$ cat config.mk
export PLATFORM = sky130hd
export DESIGN_NAME = sdst_wrap_unit
export DESIGN_NICKNAME = d
export VERILOG_FILES = /design/src/sv/sdst_pkg.sv /design/src/sv/sdst_wrap_unit.sv
export SDC_FILE = /design/constraint.sdc
export NUM_CORES = 1
export LEC_CHECK = 0
export BUFFER_PORTS_ARGS = -buffer_cell sky130_fd_sc_hd__buf_2
export CORE_ASPECT_RATIO = 0.5
export CORE_UTILIZATION = 39
export DETAILED_ROUTE_END_ITERATION = 16
export SLEW_MARGIN = 20
export SYNTH_ARGS = -nofsm -noshare
export SYNTH_HDL_FRONTEND = slang
export SYNTH_SLANG_ARGS = --single-unit
export TNS_END_PERCENT = 30
$ cat constraint.sdc
create_clock -name clk -period 7.95 [get_ports clk]
set_input_delay 0.3975 -clock clk [delete_from_list [all_inputs] [get_ports clk]]
set_output_delay 0.3975 -clock clk [all_outputs]
set_load 0.03 [all_outputs]
$ cat src/sv/sdst_pkg.sv
// ----------------------------------------------------------------------------
// sdst_pkg: shared types and constants of the scanline dirty span tracker
// Table sizes, codes, the row cell command and the row record.
// ----------------------------------------------------------------------------
package sdst_pkg;

    localparam int MAX_ROWS   = 16;
    localparam int MAX_SPANS  = 8;
    localparam int COORD_BITS = 12;
    localparam int ROW_CNT_W  = 5;
    localparam int SPAN_CNT_W = 4;

    typedef logic [COORD_BITS-1:0] coord_t;

    typedef enum logic [1:0] {
        ST_OK    = 2'd0,
        ST_EMPTY = 2'd1,
        ST_FULL  = 2'd2
    } status_t;

    typedef enum logic [1:0] {
        ACT_PIXEL = 2'd0,
        ACT_SPAN  = 2'd1,
        ACT_READ  = 2'd2,
        ACT_CLEAR = 2'd3
    } action_t;

    typedef enum logic [2:0] {
        OP_NONE,
        OP_CLEAR,
        OP_ROW,
        OP_SPAN,
        OP_ABSORB
    } cell_op_t;

    localparam logic [2:0] REG_IMAGE_WIDTH  = 3'd0;
    localparam logic [2:0] REG_IMAGE_HEIGHT = 3'd1;
    localparam logic [2:0] REG_CLIP_LEFT    = 3'd2;
    localparam logic [2:0] REG_CLIP_TOP     = 3'd3;
    localparam logic [2:0] REG_CLIP_RIGHT   = 3'd4;
    localparam logic [2:0] REG_CLIP_BOTTOM  = 3'd5;
    localparam logic [2:0] REG_TILED_MODE   = 3'd6;

    typedef struct packed {
        cell_op_t op;
        coord_t   y;
        coord_t   a;
        coord_t   b;
    } cell_cmd_t;

    typedef struct packed {
        logic                       valid;
        coord_t                     coord;
        logic [SPAN_CNT_W-1:0]      cnt;
        coord_t [MAX_SPANS-1:0]     sb;
        coord_t [MAX_SPANS-1:0]     sf;
    } row_t;

    typedef struct packed {
        logic full;
        logic absorbed;
    } cell_resp_t;

endpackage

$ cat src/sv/sdst_wrap_unit.sv
// ----------------------------------------------------------------------------
// sdst_wrap_unit: iterative signed wrap modulo the image size
// Restoring remainder, one quotient bit per cycle, floor-style for negatives.
// ----------------------------------------------------------------------------
module sdst_wrap_unit (
    input  logic                 clk,
    input  logic                 rst_n,
    input  logic                 start,
    input  logic signed [15:0]   value,
    input  logic [12:0]          modulus,
    output logic                 done,
    output sdst_pkg::coord_t     result
);
    import sdst_pkg::*;

    logic        run_reg, run_next;
    logic        done_reg, done_next;
    logic [3:0]  step_reg, step_next;
    logic        neg_reg, neg_next;
    logic [14:0] u_reg, u_next;
    coord_t      rem_reg, rem_next;
    logic [12:0] mod_reg, mod_next;
    coord_t      result_reg, result_next;
    logic [12:0] trial;
    logic [12:0] rem_new;

    always_comb
    begin
        trial       = {rem_reg, u_reg[14]};
        rem_new     = (trial >= mod_reg) ? trial - mod_reg : trial;
        run_next    = run_reg;
        done_next   = 1'b0;
        step_next   = step_reg;
        neg_next    = neg_reg;
        u_next      = u_reg;
        rem_next    = rem_reg;
        mod_next    = mod_reg;
        result_next = result_reg;
        if (start)
        begin
            // negative v: wrap(v) = n - 1 - (~v mod n)
            run_next  = 1'b1;
            step_next = 4'd14;
            neg_next  = value[15];
            u_next    = value[15] ? ~value[14:0] : value[14:0];
            rem_next  = '0;
            mod_next  = modulus;
        end
        else if (run_reg)
        begin
            rem_next  = rem_new[COORD_BITS-1:0];
            u_next    = {u_reg[13:0], 1'b0};
            step_next = step_reg - 4'd1;
            if (step_reg == 4'd0)
            begin
                run_next    = 1'b0;
                done_next   = 1'b1;
                result_next = neg_reg ? COORD_BITS'(mod_reg - 13'd1 - rem_new)
                                      : rem_new[COORD_BITS-1:0];
            end
        end
    end

    always_ff @(posedge clk or negedge rst_n)
    begin
        if (!rst_n)
        begin
            run_reg  <= 1'b0;
            done_reg <= 1'b0;
            step_reg <= '0;
        end
        else
        begin
            run_reg  <= run_next;
            done_reg <= done_next;
            step_reg <= step_next;
        end
    end

    always_ff @(posedge clk)
    begin
        neg_reg    <= neg_next;
        u_reg      <= u_next;
        rem_reg    <= rem_next;
        mod_reg    <= mod_next;
        result_reg <= result_next;
    end

    assign done   = done_reg;
    assign result = result_reg;

endmodule

* After elaboration in Yosys (flattened, before gate mapping) *
Cells that the tools add are included.
W data, S select, Z words.

word-level totals
  bits in registers = 59
  bits of input ports = 32
  output and inout bits = 13
  logic and storage cells = 31

operators by class
  add/sub/neg operators = 4
  magnitude comparators = 1
  muxes and demuxes = 13
  bitwise logic cells = 2
  reduce and logical (&&, ||, !) cells = 3

operators by type and width
  operator                 number
  $mux W15                 3
  $mux W12                 2
  $sub A12 B12 Y12         2
  $not A15 Y15             1
  $ge A13 B13 Y1           1
  $sub A12 B1 Y12 const B  1
  $mux W4                  2
  $mux W1                  6
  $logic_not A4 Y1         1
  $sub A4 B1 Y4 const B    1
  $reduce_and A3 Y1        1
  $reduce_bool A2 Y1       1
  $not A1 Y1               1

* Logic depth before layout (Yosys ltp) *
Gate-level depths: netlist of run 1.

  depth in word-level cells = 4
  mapped depth = 21
  depth with buffers taken out = 21

* Worst setup path after synthesis of run 1 *
No wires, ideal clock.

  kind = reg2reg
  start point = reg mod_reg[3]
  end point = reg result_reg[11], in the netlist result[11], data pin
  setup time = 0.262 ns
  arrival = 4.380 ns
  data required time = 7.688 ns
  setup slack = 3.308 ns
  cell stages (with the launch flop) = 20
  buffers on the path = 1
  cell sequence = edfxtp_1 -> inv_1 -> ha_1 -> nand3_1 -> a21oi_2 -> a211oi_4 -> o21ai_2 -> clkbuf_1 -> mux2i_1 -> ha_1 -> a21o_1 -> a21oi_1 -> o2111ai_1 -> o2111ai_1 -> o211ai_1 -> a32oi_1 -> o2111ai_2 -> o31ai_2 -> mux2i_1 -> xnor2_1

on the way
  cells in the longest elaborated chain, start to end = 4
  elaborated cells between the ends (all ways) = 6
  those cells by class = add/sub: 3; order compare: 1; mux: 2

RTL lines
  element                                                    RTL line              RTL
  start, declared                                            sdst_wrap_unit.sv:22  logic [12:0] mod_reg, mod_next;
  start signal, assigned                                     sdst_wrap_unit.sv:85  mod_reg <= mod_next;
  $sub A12 B12 Y12 / $ge A13 B13 Y1 (equally long branches)  sdst_wrap_unit.sv:30  rem_new = (trial >= mod_reg) ? trial - mod_reg : trial;
  $mux W12                                                   sdst_wrap_unit.sv:30
  $sub A12 B12 Y12                                           sdst_wrap_unit.sv:58  result_next = neg_reg ? COORD_BITS'(mod_reg - 13'd1 - rem_new)
  $mux W12 (*)                                               sdst_wrap_unit.sv:58
  end signal, assigned                                       sdst_wrap_unit.sv:86  result_reg <= result_next;
  end, declared                                              sdst_wrap_unit.sv:23  coord_t result_reg, result_next;

Every way passes the cells marked *; elsewhere a longest branch is shown, timed or not.
A chain may end at the register's enable or synchronous reset.

* Worst setup path after layout of run 1 *
Ends and elaborated chain as after synthesis.

==> results of run 1 <==
-- how the worst max path moves through the flow --
stage	endpoint	cells after the start	slack (ns)	startpoint
CTS	result[11]$_DFFE_PP_	18	2.73	mod_reg[3]$_DFFE_PP_
global route	result[11]$_DFFE_PP_	18	2.30	mod_reg[3]$_DFFE_PP_
global placement	result[11]$_DFFE_PP_	18	2.87	mod_reg[3]$_DFFE_PP_
floorplan	result[11]$_DFFE_PP_	19	3.31	mod_reg[3]$_DFFE_PP_
finish	result[11]$_DFFE_PP_	18	2.71	mod_reg[3]$_DFFE_PP_
detailed placement	result[11]$_DFFE_PP_	18	2.72	mod_reg[3]$_DFFE_PP_
-- kinds of logic (layout without fill, tap and decap cells) --
logic type / Yosys count / after routing
muxes: 9 / 9
adders and majority gates: 23 / 23
DFF: 59 / 59
buffers and inverters: 39 / 90
AOI/OAI and AO/OA: 105 / 105
xor gates and xnor gates: 38 / 38
and+or+nand+nor: 93 / 93
-- routing by layer --
metal	part of all wire, %	GRT usage [%]	wire length (µm)	up-vias
met5	0	0	0	-
met4	1.7	7.326	126	0
met3	6.5	4.807	494	11
met2	39	22.33	2960	69
met1	53	24.74	4037	1225
li1	-	-	-	1412
-- power breakdown --
part           internal (mW)  leakage (nW)  switching [mW]  total [mW]
logic                 0.0732          1.10          0.0901       0.163
registers              0.355         0.562          0.0148       0.369
clock network          0.306         0.160           0.139       0.445
-- cell usage after synthesis (6+ instances only) --
cell      number
edfxtp_1      41
xor2_1         7
a211oi_1      12
inv_1         27
nand2_1       23
ha_1          21
o21ai_0       10
dfrtp_1        6
clkbuf_1      11
a21o_1        10
a21oi_1       33
xnor2_1       31
nor2_1        43
nand3_1        6
dfxtp_1       12
mux2i_1        9
-- area by class of cell --
type	count	area share (%)
timing repair buffer	47	5.592
multi-input combinational	268	44.14
clock buffer	11	5.307
clock inverter	5	2.340
sequential	59	36.98
tap	117	3.338
inverter	27	2.311
-- through the flow --
step	total power, mW	utilization (%)	setup WS [ns]
6_report	0.9773	49.01	2.708
5_1_grt	1.023	49.01	2.297
4_1_cts	0.9854	49.01	2.726
3_5_place_dp	0.5371	45.15	2.722
3_3_place_gp	0.5369	45.15	2.867
2_1_floorplan	0.4989	-	3.308
-- critical path: cells and delay by family (launching register included) --
family	cells	cell delay (ns)
adders and majority gates	2	0.67
AOI/OAI and AO/OA	11	2.85
and+or+nand+nor	1	0.13
xor gates and xnor gates	1	0.08
DFF	1	0.42
muxes	2	0.71
buffers and inverters	1	0.11
-- repair_timing --
item,CTS,global route
hold buffers,1,0
endpoints found under the hold margin,6,0
gates resized for setup,0,0
==> summary.md, run 1 <==
| Metric | Value |
|---|---|
| CP endpoint kind | flop |
| Adder-cell share of the synthesized area | 8.187% |
| Period Utilization, post-route | between 60% and 70% |
| Initial Util | between 40% and 50% |
| Routed via count | between 2000 and 3000 |
| Iteration-0 DRC Markers | about 170 |
| Critical-path top delay cell | o21ai_2 |
| Mean post-synth cell area | approximately 10 µm² |
| Final WL | 7619 µm |
| Htree depth | 3 |
| MaxCap Viol Count | 0 |
| Clk_skew | ~0.0083 ns |
| Number of enable flip-flop cells after synthesis | 41 |
| Setup TNS | 0 ns |
| Reg-to-reg slack, setup | 2.71 ns |
| RSZ-0062 raised after global routing | no |
| Area occupied by multi-input gates | 1936 µm² |
| Post-synth top area share | 33.29% |
| Startpoint types | flop |
| Slew Viols, Final | 0 |
| Synth Cell Area | roughly 3700 µm² |
| Worst Path Required | approximately 8.0 ns |
| Setup Buffers After CTS | 0 |
| Initial antenna violation count | 0 |
| Final cell count without fillers | 534 |
| Die Height | slightly above 70 µm |
| Reg2reg start | mod_reg[3]$_DFFE_PP_ |
| Setup CP Type | flop to flop |
| Hold endpoint | mod_reg[4]$_DFFE_PP_ |
| Reg2reg end | result[11]$_DFFE_PP_ |
| Clk root buf | clkbuf_16 |
| GPL Wtd Cong | approximately 0.8 |
| Primary FF master, synth | edfxtp_1 |
| Min-delay worst type | primary input to flop |
| PortBufs | 44 |
| WP data arrival | ~5.3 ns |
| Critical Path Fanout Max | 16 |
| Post-DR wirelength/cell | 14.27 µm |
| Largest net degree at the start of global routing | 64 |
| Share of cells above drive strength 1 | 18.71% |
| Worst-path clk slew | roughly 0.050 ns |
| Status | complete, no violations |
| FILL cells | 849 |
| Vias per cell | around 5 |
| Yosys cell types | 50 |
| Synthesis Warnings | 0 |
| Cell Area, Placed | about 4000 µm² |
| Synth Instances | 366 |
| Worst Hold Depth | 1 |
| WHS | ~0.24 ns |
| Power Density | around 220 nW/µm² |
| CTS tree | done |
| Xor and xnor area share after synthesis | under 10% |
| Post-synthesis simple-gate area fraction | 11.13% |
| CTS Buffer Depth | 2 |
| Mapped Nets | between 400 and 500 |
| Nets | about 470 |
| Synthesis-stage register bit count | 59 |
| CTS sink count | 59 |
| Gr usage total | between 10% and 20% |
| Rows | 24 |
| Sequential fraction of the synthesis area | roughly 44% |
| Hpwl dp | 5323 µm |
| Min Clock Period, post-route | 5.242 ns |
| Antenna Cells | 0 |
| Post-route DRC | 0 |
| FMAX | 190.8 MHz |
| Static Leakage | ~1.8 nW |
| Vias in the first global route | approximately 2500 |
| Core ar. | just under 9000 µm² |
| GRT overflow | 0 |
| Die X | ~140 µm |
| Ys async rst share | around a tenth |
| Fraction of synthesized area in multiplexers | roughly 2.4% |
| Compound-Gate Fraction of Synth Area | 21.45% |
| First-pass GRT wire length | 12570 µm |
| Slew headroom | 37.27% |
| Layout area overhead | 18.57% |
| Maximum vdd drop | around 0.11 mV |
| Max reg flops | 15 |
| Register area | around 1600 µm² |
| Most frequent cells in the layout | buf_2, nor2_1, edfxtp_1 |
| Largest family of logic cells by synthesized area | compound AO/OA/AOI/OAI gates |
| Setup-failing EPs final | 0 |
| Area leader, netlist | edfxtp_1 |
| R2r worst-path depth | 18 |
| Worst path cell trace | inv_1 -> ha_1 -> nand3_1 -> a21oi_2 -> a211oi_4 -> o21ai_2 -> mux2i_1 -> ha_1 -> a21o_1 -> a21oi_1 -> o2111ai_1 -> o2111ai_1 -> o211ai_1 -> a32oi_1 -> o2111ai_2 -> o31ai_2 -> mux2i_1 -> xnor2_1 |
| Post-route cell area | between 4000 and 5000 µm² |
| Post-placement cell count | 517 |
| Skew-Pair Late Insertion Delay | around 0.33 ns |
| Most common cell after layout, fill and taps aside | buf_2 |
| Final hold viol count | 0 |
| Boundary pin count | 45 |
| Worst Hold Launch | modulus[4] |
| Detailed Routing Iterations Pass 1 | 4 |
| Top post-synthesis cells by area | edfxtp_1, xnor2_1, ha_1, dfxtp_1, a21oi_1 |
| Die ar. | just under 10000 µm² |
| Total CTS buffers | 9 |
| Antenna-violating nets left | 0 |
| CP peak stage delay | between 0.6 and 0.7 ns |
| Worst slew pin tran | 0.9409 ns |
Power figures use the tool's default switching activity.
==> inputs of run 2 (changes only) <==
==> constraint.sdc (replaced) <==
create_clock -name clk -period 4.95 [get_ports clk]
set_input_delay 0.2475 -clock clk [delete_from_list [all_inputs] [get_ports clk]]
set_output_delay 0.2475 -clock clk [all_outputs]
set_load 0.03 [all_outputs]
==> summary.md, run 2 (same netlist as run 1, synthesis figures left out) <==
| Metric | Value |
|---|---|
| Post-route cell area | 4389 µm² (was 4385 µm²) |
| FILL cells | 850 (was 849) |
| Slew Viols, Final | 0 (unchanged) |
| Period Utilization, post-route | 89.67% (was 65.94%) |
| Post-DR wirelength/cell | 14.23 µm (was 14.27 µm) |
| Rows | 24 (unchanged) |
| Cell Area, Placed | 4055 µm² (was 4040 µm²) |
| Clk_skew | 0.006521 ns (was 0.008286 ns) |
| Worst-path clk slew | 0.05 ns (about the same) |
| PortBufs | 44 (unchanged) |
| WP data arrival | 4.52 ns (was 5.32 ns) |
| Initial Util | 41.33% (unchanged) |
| Share of cells above drive strength 1 | 19.57% (was 18.71%) |
| Final cell count without fillers | 536 (was 534) |
| Detailed Routing Iterations Pass 1 | 4 (unchanged) |
| Initial antenna violation count | 0 (unchanged) |
| Die Height | 70.86 µm (unchanged) |
| Vias per cell | 5.097 (was 5.088) |
| Setup TNS | 0 ns (unchanged) |
| Boundary pin count | 45 (unchanged) |
| CTS tree | done (unchanged) |
| Worst Hold Launch | modulus[10] (was modulus[4]) |
| CTS sink count | 59 (unchanged) |
| Antenna Cells | 0 (unchanged) |
| Core ar. | 8949 µm² (unchanged) |
| Nets | 469 (was 467) |
| Total CTS buffers | 9 (unchanged) |
| Die X | 139.7 µm (unchanged) |
| Gr usage total | 17.40% (was 16.72%) |
| Power Density | 343.2 nW/µm² (was 222.9 nW/µm²) |
| RSZ-0062 raised after global routing | no (unchanged) |
| Antenna-violating nets left | 0 (unchanged) |
| Post-route DRC | 0 (unchanged) |
| Setup-failing EPs final | 0 (unchanged) |
| Iteration-0 DRC Markers | 125 (was 168) |
| Skew-Pair Late Insertion Delay | 0.33 ns (about the same) |
| Status | complete, no violations (unchanged) |
| Min-delay worst type | primary input to flop (unchanged) |
| Layout area overhead | 18.67% (was 18.57%) |
| FMAX | 225.3 MHz (was 190.8 MHz) |
| Vias in the first global route | 2557 (was 2524) |
| Startpoint types | flop (unchanged) |
| CP endpoint kind | flop (unchanged) |
| Clk root buf | clkbuf_16 (unchanged) |
| Tot Pwr | 1.506 mW (was 0.9773 mW) |
| Most common cell after layout, fill and taps aside | buf_2 (unchanged) |
| Slew headroom | 35.19% (was 37.27%) |
| Final WL | 7629 µm (was 7619 µm) |
| First-pass GRT wire length | 13030 µm (was 12570 µm) |
| Htree depth | 3 (unchanged) |
| Min Clock Period, post-route | 4.439 ns (was 5.242 ns) |
| Post-placement cell count | 519 (was 517) |
| Die ar. | 9901 µm² (unchanged) |
| Maximum vdd drop | 0.1684 mV (was 0.1103 mV) |
| Worst Path Required | 5.03 ns (was 8.02 ns) |
| GRT overflow | 0 (unchanged) |
| Largest net degree at the start of global routing | 64 (unchanged) |
| Worst slew pin tran | 0.9722 ns (was 0.9409 ns) |
| Setup CP Type | flop to flop (unchanged) |
| Routed via count | 2732 (was 2717) |
| Critical Path Fanout Max | 6 (was 16) |
| Static Leakage | 1.828 nW (was 1.818 nW) |
| Hpwl dp | 5402 µm (was 5323 µm) |
| WHS | 0.08699 ns (was 0.2395 ns) |
| Most frequent cells in the layout | buf_2, nor2_1, edfxtp_1 (unchanged) |
| Final hold viol count | 0 (unchanged) |
| Max reg flops | 15 (unchanged) |
| CTS Buffer Depth | 2 (unchanged) |
| MaxCap Viol Count | 0 (unchanged) |
| GPL Wtd Cong | 0.8402 (was 0.8194) |
| Crit path from | mod_reg[3]$_DFFE_PP_ (unchanged) |
| Reg2reg start | mod_reg[3]$_DFFE_PP_ (unchanged) |
-- run 2: cell types whose count changed in the layout (fill, tap and decap cells not counted), sizes merged --
cell | previous run | this run
bufinv | 3 | 0
clkinvlp | 1 | 0
buf | 46 | 48
clkinv | 1 | 2
clkbuf | 11 | 14
-- run 2: stage by stage --
| stage | worst slack [ns] | utilization, % |
|---|---|---|
| 3_5_place_dp | 0.3506 | 45.32 |
| 4_1_cts | 0.3368 | 49.01 |
| 2_1_floorplan | 0.3078 | - |
| 3_3_place_gp | 0.4705 | 45.32 |
| 5_1_grt | 0.08591 | 49.05 |
| 6_report | 0.5111 | 49.05 |
-- run 2: where the power goes --
part / internal (mW) / leakage, nW / switching (mW) / total (mW)
clock: 0.427 / 0.159 / 0.221 / 0.648
sequential: 0.569 / 0.562 / 0.0235 / 0.593
combinational: 0.120 / 1.11 / 0.145 / 0.265
-- run 2: final timing paths --
kind                            slack, ns                        to  cells past startpoint
worst min register to register       0.50  rem_reg[11]$_SDFFE_PP0P_                      2
worst max register to register       0.51      result[11]$_DFFE_PP_                     18
max in group asynchronous            4.54         run_reg$_DFF_PN0_                      2
worst max-delay path                 0.51      result[11]$_DFFE_PP_                     18
min in group asynchronous            0.27   step_reg[3]$_DFFE_PN0P_                      2
worst min-delay path                 0.09     mod_reg[10]$_DFFE_PP_                      1
-- run 2: cell type report --
| type | instances | area [µm²] | share of cell area, % |
|---|---|---|---|
| multi-input cells | 268 | 1939 | 44.18 |
| flip-flops and latches | 59 | 1622 | 36.94 |
| clock buffers | 14 | 306.5 | 6.984 |
| repair buffers | 49 | 260.3 | 5.929 |
| well taps | 117 | 146.4 | 3.335 |
| inverters | 27 | 101.3 | 2.309 |
| clock inverters | 2 | 13.76 | 0.3136 |
-- run 2: worst max-delay path, cell delays in order (launching register included) --
cell and delay [ns]:
edfxtp_1 0.42, inv_1 0.11, ha_1 0.37, nand3_1 0.13, a21oi_2 0.27, a211oi_4 0.10, o21ai_2 0.23, mux2i_1 0.28
ha_1 0.27, a21o_1 0.17, a21oi_2 0.27, o2111ai_1 0.20, o2111ai_1 0.17, o211ai_1 0.17, a32oi_1 0.26, o2111ai_2 0.19
o31ai_2 0.24, mux2i_1 0.24, xnor2_1 0.09
-- run 2: per-layer routing --
| metal | track usage (%) | up-vias | routed length (µm) |
|---|---|---|---|
| li1 | - | 1412 | - |
| met1 | 25.52 | 1251 | 4102 |
| met2 | 23.78 | 62 | 3031 |
| met3 | 4.807 | 7 | 403 |
| met4 | 7.326 | 0 | 92 |
| met5 | 0 | - | 0 |
-- run 2: timing repair --
item | 4_1_cts | 5_1_grt
hold buffers | 1 | 0
setup buffers | 0 | 0
resized for setup | 0 | 1
endpoints found under the hold margin | 6 | 0
setup endpoints to repair | 0 | 1
